`config.mk`:
```
export PLATFORM = sky130hd
export DESIGN_NAME = bcpe_lerp
export DESIGN_NICKNAME = d
export VERILOG_FILES = /design/src/hdl/bcpe_lerp.sv
export SDC_FILE = /design/constraint.sdc
export NUM_CORES = 1
export LEC_CHECK = 0
export BUFFER_PORTS_ARGS = -buffer_cell sky130_fd_sc_hd__buf_2
export CORE_MARGIN = 4
export CORE_UTILIZATION = 55
export DETAILED_ROUTE_END_ITERATION = 8
export PLACE_DENSITY_LB_ADDON = 0.12
export SYNTH_ARGS = -nofsm -noshare
export SYNTH_HDL_FRONTEND = slang
export SYNTH_SLANG_ARGS = --single-unit
```
`constraint.sdc`:
```
create_clock -name vclk -period 14.6
set_input_delay 2.19 -clock vclk [all_inputs]
set_output_delay 2.19 -clock vclk [all_outputs]
set_load 0.01 [all_outputs]
```
`src/hdl/bcpe_lerp.sv`:
```
`timescale 1ns / 1ps
module bcpe_lerp #(
	parameter int COORD_WIDTH = 16,
	parameter int T_FRAC_BITS = 16
) (
	input  logic signed [COORD_WIDTH-1:0] a,
	input  logic signed [COORD_WIDTH-1:0] b,
	input  logic        [T_FRAC_BITS:0]   t,
	output logic signed [COORD_WIDTH-1:0] y
);

	localparam int PW = COORD_WIDTH + T_FRAC_BITS + 2;

	logic signed [COORD_WIDTH:0]   diff;
	logic signed [T_FRAC_BITS+1:0] t_sgn;
	logic signed [PW-1:0]          prod;
	logic signed [PW-1:0]          rnd;

	// a + floor(((b - a) * t + half) / 2^T); the quotient is cut to COORD_WIDTH bits before the add
	always_comb begin
		diff  = {b[COORD_WIDTH-1], b} - {a[COORD_WIDTH-1], a};
		t_sgn = {1'b0, t};
		prod  = PW'(diff) * PW'(t_sgn);
		rnd   = prod + PW'({1'b1, {(T_FRAC_BITS-1){1'b0}}});
		y     = a + rnd[T_FRAC_BITS +: COORD_WIDTH];
	end

endmodule

```
Word level (Yosys, flattened, before mapping) --
Index checks and enable logic that the tools add are counted.
Storage, ports and cells: output and inout port bits 16, bits of input ports 49, bits in registers 0, word-level logic and storage cells 4
Cells by class: $mul 1, add/sub/neg operators 3
Operators by type and width (number):
- 32-bit by 16-bit adder with 32-bit output, second input constant | 1
- 17-bit by 18-bit multiplier with 32-bit output | 1
- 16-bit by 16-bit subtractor with 17-bit output | 1
- 16-bit adder | 1

Depth between registers and ports, before layout --
word-level depth 4, depth in mapped cells 41, mapped depth without buffers 40

Worst setup path before layout --
Ideal clock, no wire load.
kind input to output, start point in b[0], end point out y[15], stages 39, data arrival time 11145 ps, buffers on the path 1, data required time 12410 ps, slack 1265 ps, path through inv_1 ha_1 fa_1 nor2b_1 o31ai_1 a21oi_1 a21oi_1 nor2b_1 o21ai_0 a221oi_1 clkbuf_1 nand2_1 fa_1 inv_1 fa_1 inv_1 fa_1 inv_1 [... 3 more ...] fa_1 inv_1 ha_1 nand3_1 a211oi_1 o211ai_1 a311oi_2 o21ai_1 a21oi_1 a21o_1 xor2_1 ha_1 or3_1 o2111ai_1 o21ai_0 o41ai_1 xnor3_1 xnor2_1
Between the ends: longest elaborated chain between the ends 4
RTL lines:
- from (decl) | RTL line 7 | input logic signed [COORD_WIDTH-1:0] b,
- 16-bit by 16-bit subtractor with 17-bit output | RTL line 21 | diff = {b[COORD_WIDTH-1], b} - {a[COORD_WIDTH-1], a};
- 17-bit by 18-bit multiplier with 32-bit output | RTL line 23 | prod = PW'(diff) * PW'(t_sgn);
- 32-bit by 16-bit adder with 32-bit output | RTL line 24 | rnd = prod + PW'({1'b1, {(T_FRAC_BITS-1){1'b0}}});
- 16-bit adder | RTL line 25 | y = a + rnd[T_FRAC_BITS +: COORD_WIDTH];
- to (decl) | RTL line 9 | output logic signed [COORD_WIDTH-1:0] y
Every way passes these cells.

Worst setup path after layout --
start point in a[0], end point out y[15]
Between the ends: longest elaborated chain between the ends 4
RTL lines:
- from (decl) | RTL line 6 | input logic signed [COORD_WIDTH-1:0] a,
- 16-bit by 16-bit subtractor with 17-bit output | RTL line 21
- 17-bit by 18-bit multiplier with 32-bit output | RTL line 23
- 32-bit by 16-bit adder with 32-bit output | RTL line 24
- 16-bit adder * | RTL line 25
Mark *: on every way between the ends. The rest lies on a longest branch, timed or not.

==> metrics list <==
* Number of top-level pins: between 60 and 70
* Cell type with the largest total area after synthesis: fa_1
* Sequential fraction of the synthesis area: 0%
- Data on the critical path is required at its endpoint by ~12000 ps.
* Core area: approximately 19000 µm²
- For hold timing, the worst endpoint is y[0].
- The flow ran to the end, and the final reports show no timing, DRC or antenna violations.
- Once detail routing completed, the nets flagged for antenna violations numbered 0.
- In the final routed layout, each cell accounts on average for 17.02 µm.
- Largest net degree at the start of global routing: 18
- Final Cycle Share: a little over nine tenths
* Seq cells: 0
- Via count of the first global-routing pass: 8690
* Wire length of the first global-routing pass: roughly 44000 µm
* DR iter-0 viols: around 380
- Max stage delay on crit path: 500 ps
- The die is between 100 and 150 µm wide.
* Syn Inst Count: around 1200
- Met2 routed WL: between 10000 and 15000 µm
- In the synthesized netlist, mux cells make up 0.1076% of the area.
* Synthesized-area fraction occupied by ao, oa, aoi and oai cells: 6.122%
- Endpoint arrival time on the critical path: 11670 ps
* Maximum fanout encountered on the critical timing path: 16
- The floorplan step set the die height to 145.9 µm.
- Area of the die: approximately 21000 µm²
- The HPWL after detailed placement is 20700 µm.
- Area share of the leading cell type in the synthesized netlist: between 40% and 50%
- Hold-fix buffer count after cts: 0
- For this run, the total global-route usage over all layers was measured as about a quarter.
- Routed Wire Length: ~26000 µm
- The routed design could run at a clock period as short as between 10000 and 15000 ps.
- Registers take 0 µm².
- After Yosys synthesis, and, or, nand and nor cells account for between 15 and 20% of the synthesized area.
- Final hold violation count: 0
- The final route contains about 8100 vias.
* Area overhead of the layout relative to synthesis: 6.278%
- Counting instances, the worst hold path has a depth of 3.
* Startpoint types: input pin
- The number of nets handed over by synthesis was approximately 1600.
* Average cell area after synthesis: roughly 8.5 µm²
- Dividing the detail-routed via count by the number of cells gives 5.329.
- By area, the combinational part of the netlist is dominated by adder cells.
- Before antenna repair, the detailed router went through 5 iterations.
- Fill cells in the final layout number between 1500 and 2000.
- In the post-synthesis netlist, the cell with the most instances is inv_1.
* Overflow left after global routing: 0
- After synthesis, the most frequently instantiated cells are 326 x inv_1, 226 x fa_1, 172 x nand2_1, 137 x ha_1, 81 x and2_1.
* Synthesized-area fraction occupied by adder cells: between 50% and 60%
* Residual DRC: 0
- Top layer in use: met4
* Number of pins with negative max-slew slack in the final report: 0
* Count of max-cap constraint violations: 0
- Among the stages of the critical path, the cell type that occurs most often is fa_1.
* Post-Route M1 WL: 10890 µm
- Cell Rows: 50
- Setup violations remaining at the end of the flow were counted as 0.
- Once routing completed, OpenROAD measured the worst setup slack at ~740 ps.
- In the final layout, the share of cells above drive strength 1 is ~7.3%.
- Synthesized cell area: 10460 µm²
* Setup_tns: 0 ps
- Input and output buffers added on the ports amount to 65.
* HP Start: a[0]
- Pre-CTS worst setup slack: 573.6 ps
- Antenna diode count: 0
- Transition time at the pin with the least slew margin: 766.5 ps
* Count of yosys warnings during synthesis: 0
* Hold slack: about 4700 ps
- Kind of end point of the critical path: output pin
* Worst relative slew slack: between 40% and 50%
* Unrepaired setup endpoints after global routing: no
* Fmax achieved: 0.07213 GHz
- Count of clock-net buffers in the final layout: 0
- The number of different library cells used by synthesis comes to 54.
* Worst hold path class: input pin to output pin
- The worst setup path is of the input pin to output pin kind.
- The number of antenna violations at the first check in global routing is 0.
- Initial core utilization: a little under three fifths
- Synthesized-area fraction occupied by xor and xnor cells: approximately 3.7%
* Final GP Congestion: about 0.88
- In the post-synthesis netlist, the biggest area contributors are fa_1 43%, ha_1 16%, inv_1 12%, nand2_1 6.2%, and2_1 4.8%.
- Met3 routed WL: a little over 1000 µm
- For this design, the slowest cell found on the critical path is fa_1.
- For this run, the post-layout net count is between 1500 and 2000.
cell type report:
cell class	count	area, µm²	share of cell area, %
inverter	326	1224	11.00
multi-input combinational	876	9129	82.09
tap	234	292.8	2.633
timing repair buffer	85	475.5	4.275
per-layer routing:
layer  global-route usage [%]  vias to the layer above
met5                        0                        -
met2                    45.92                      195
li1                         -                     3784
met3                    1.775                       45
met4                    5.556                        0
met1                    33.12                     4082
repair_timing:
| item | in CTS | in global routing |
|---|---|---|
| setup buffers | 0 | 1 |
| endpoints found under the setup margin | 0 | 1 |
| gates resized for setup | 0 | 2 |
per-stage QoR:
step                utilization (%)  area (µm²)  instances
floorplan                         -       10460       1236
global placement              59.35       11100       1520
detailed placement            59.35       11100       1520
CTS                           59.35       11100       1520
global route                  59.45       11120       1521
finish                        59.45       11120       1521
worst max path at each step:
| stage | from | end | slack (ps) | cells past startpoint |
|---|---|---|---|---|
| after floorplan | b[0] | y[15] | 1270 | 39 |
| after global placement | a[0] | y[15] | 780 | 40 |
| after detailed placement | a[0] | y[15] | 570 | 40 |
| after CTS | a[0] | y[15] | 520 | 40 |
| after global routing | a[0] | y[15] | 50 | 43 |
| final | a[0] | y[15] | 740 | 41 |
layout by cell type (no fill, tap or decap), types with 2 or more instances in the layout:
cell type and n:
inv_1 326, fa_1 226, nand2_1 172, ha_1 137, and2_1 81, buf_2 65, nor2b_1 39, xnor2_1 32
nor2_1 30, a21oi_1 29, buf_4 20, nand2b_1 18, o21ai_0 15, nor3_1 13, xor2_1 10, o21a_1 9
nand3_1 5, a21o_1 5, nand4_1 4, o31ai_1 3, a31oi_1 3, o211ai_1 3, o41ai_1 2, nor4_1 2
or3_1 2, a2111oi_0 2, a211oi_1 2, o2111ai_1 2, a21boi_1 2, o21bai_1 2
critical path: cells and delay by family:
family          cells  cell delay (ps)
buf+inv             9             1040
simple gates        5              890
compound gates     14             3040
xor+xnor            3              720
fa+ha+maj          10             3780
logic make-up after synthesis:
kind of cell | count (synthesis)
buffers and inverters | 360
XOR/XNOR | 43
adder cells (fa/ha/maj) | 363
multiplexers | 1
AND/OR/NAND/NOR | 374
AO/OA/AOI/OAI | 95
Power is not shown: default switching activity piles up to over one toggle a cycle in this logic, so the estimate is an artifact.
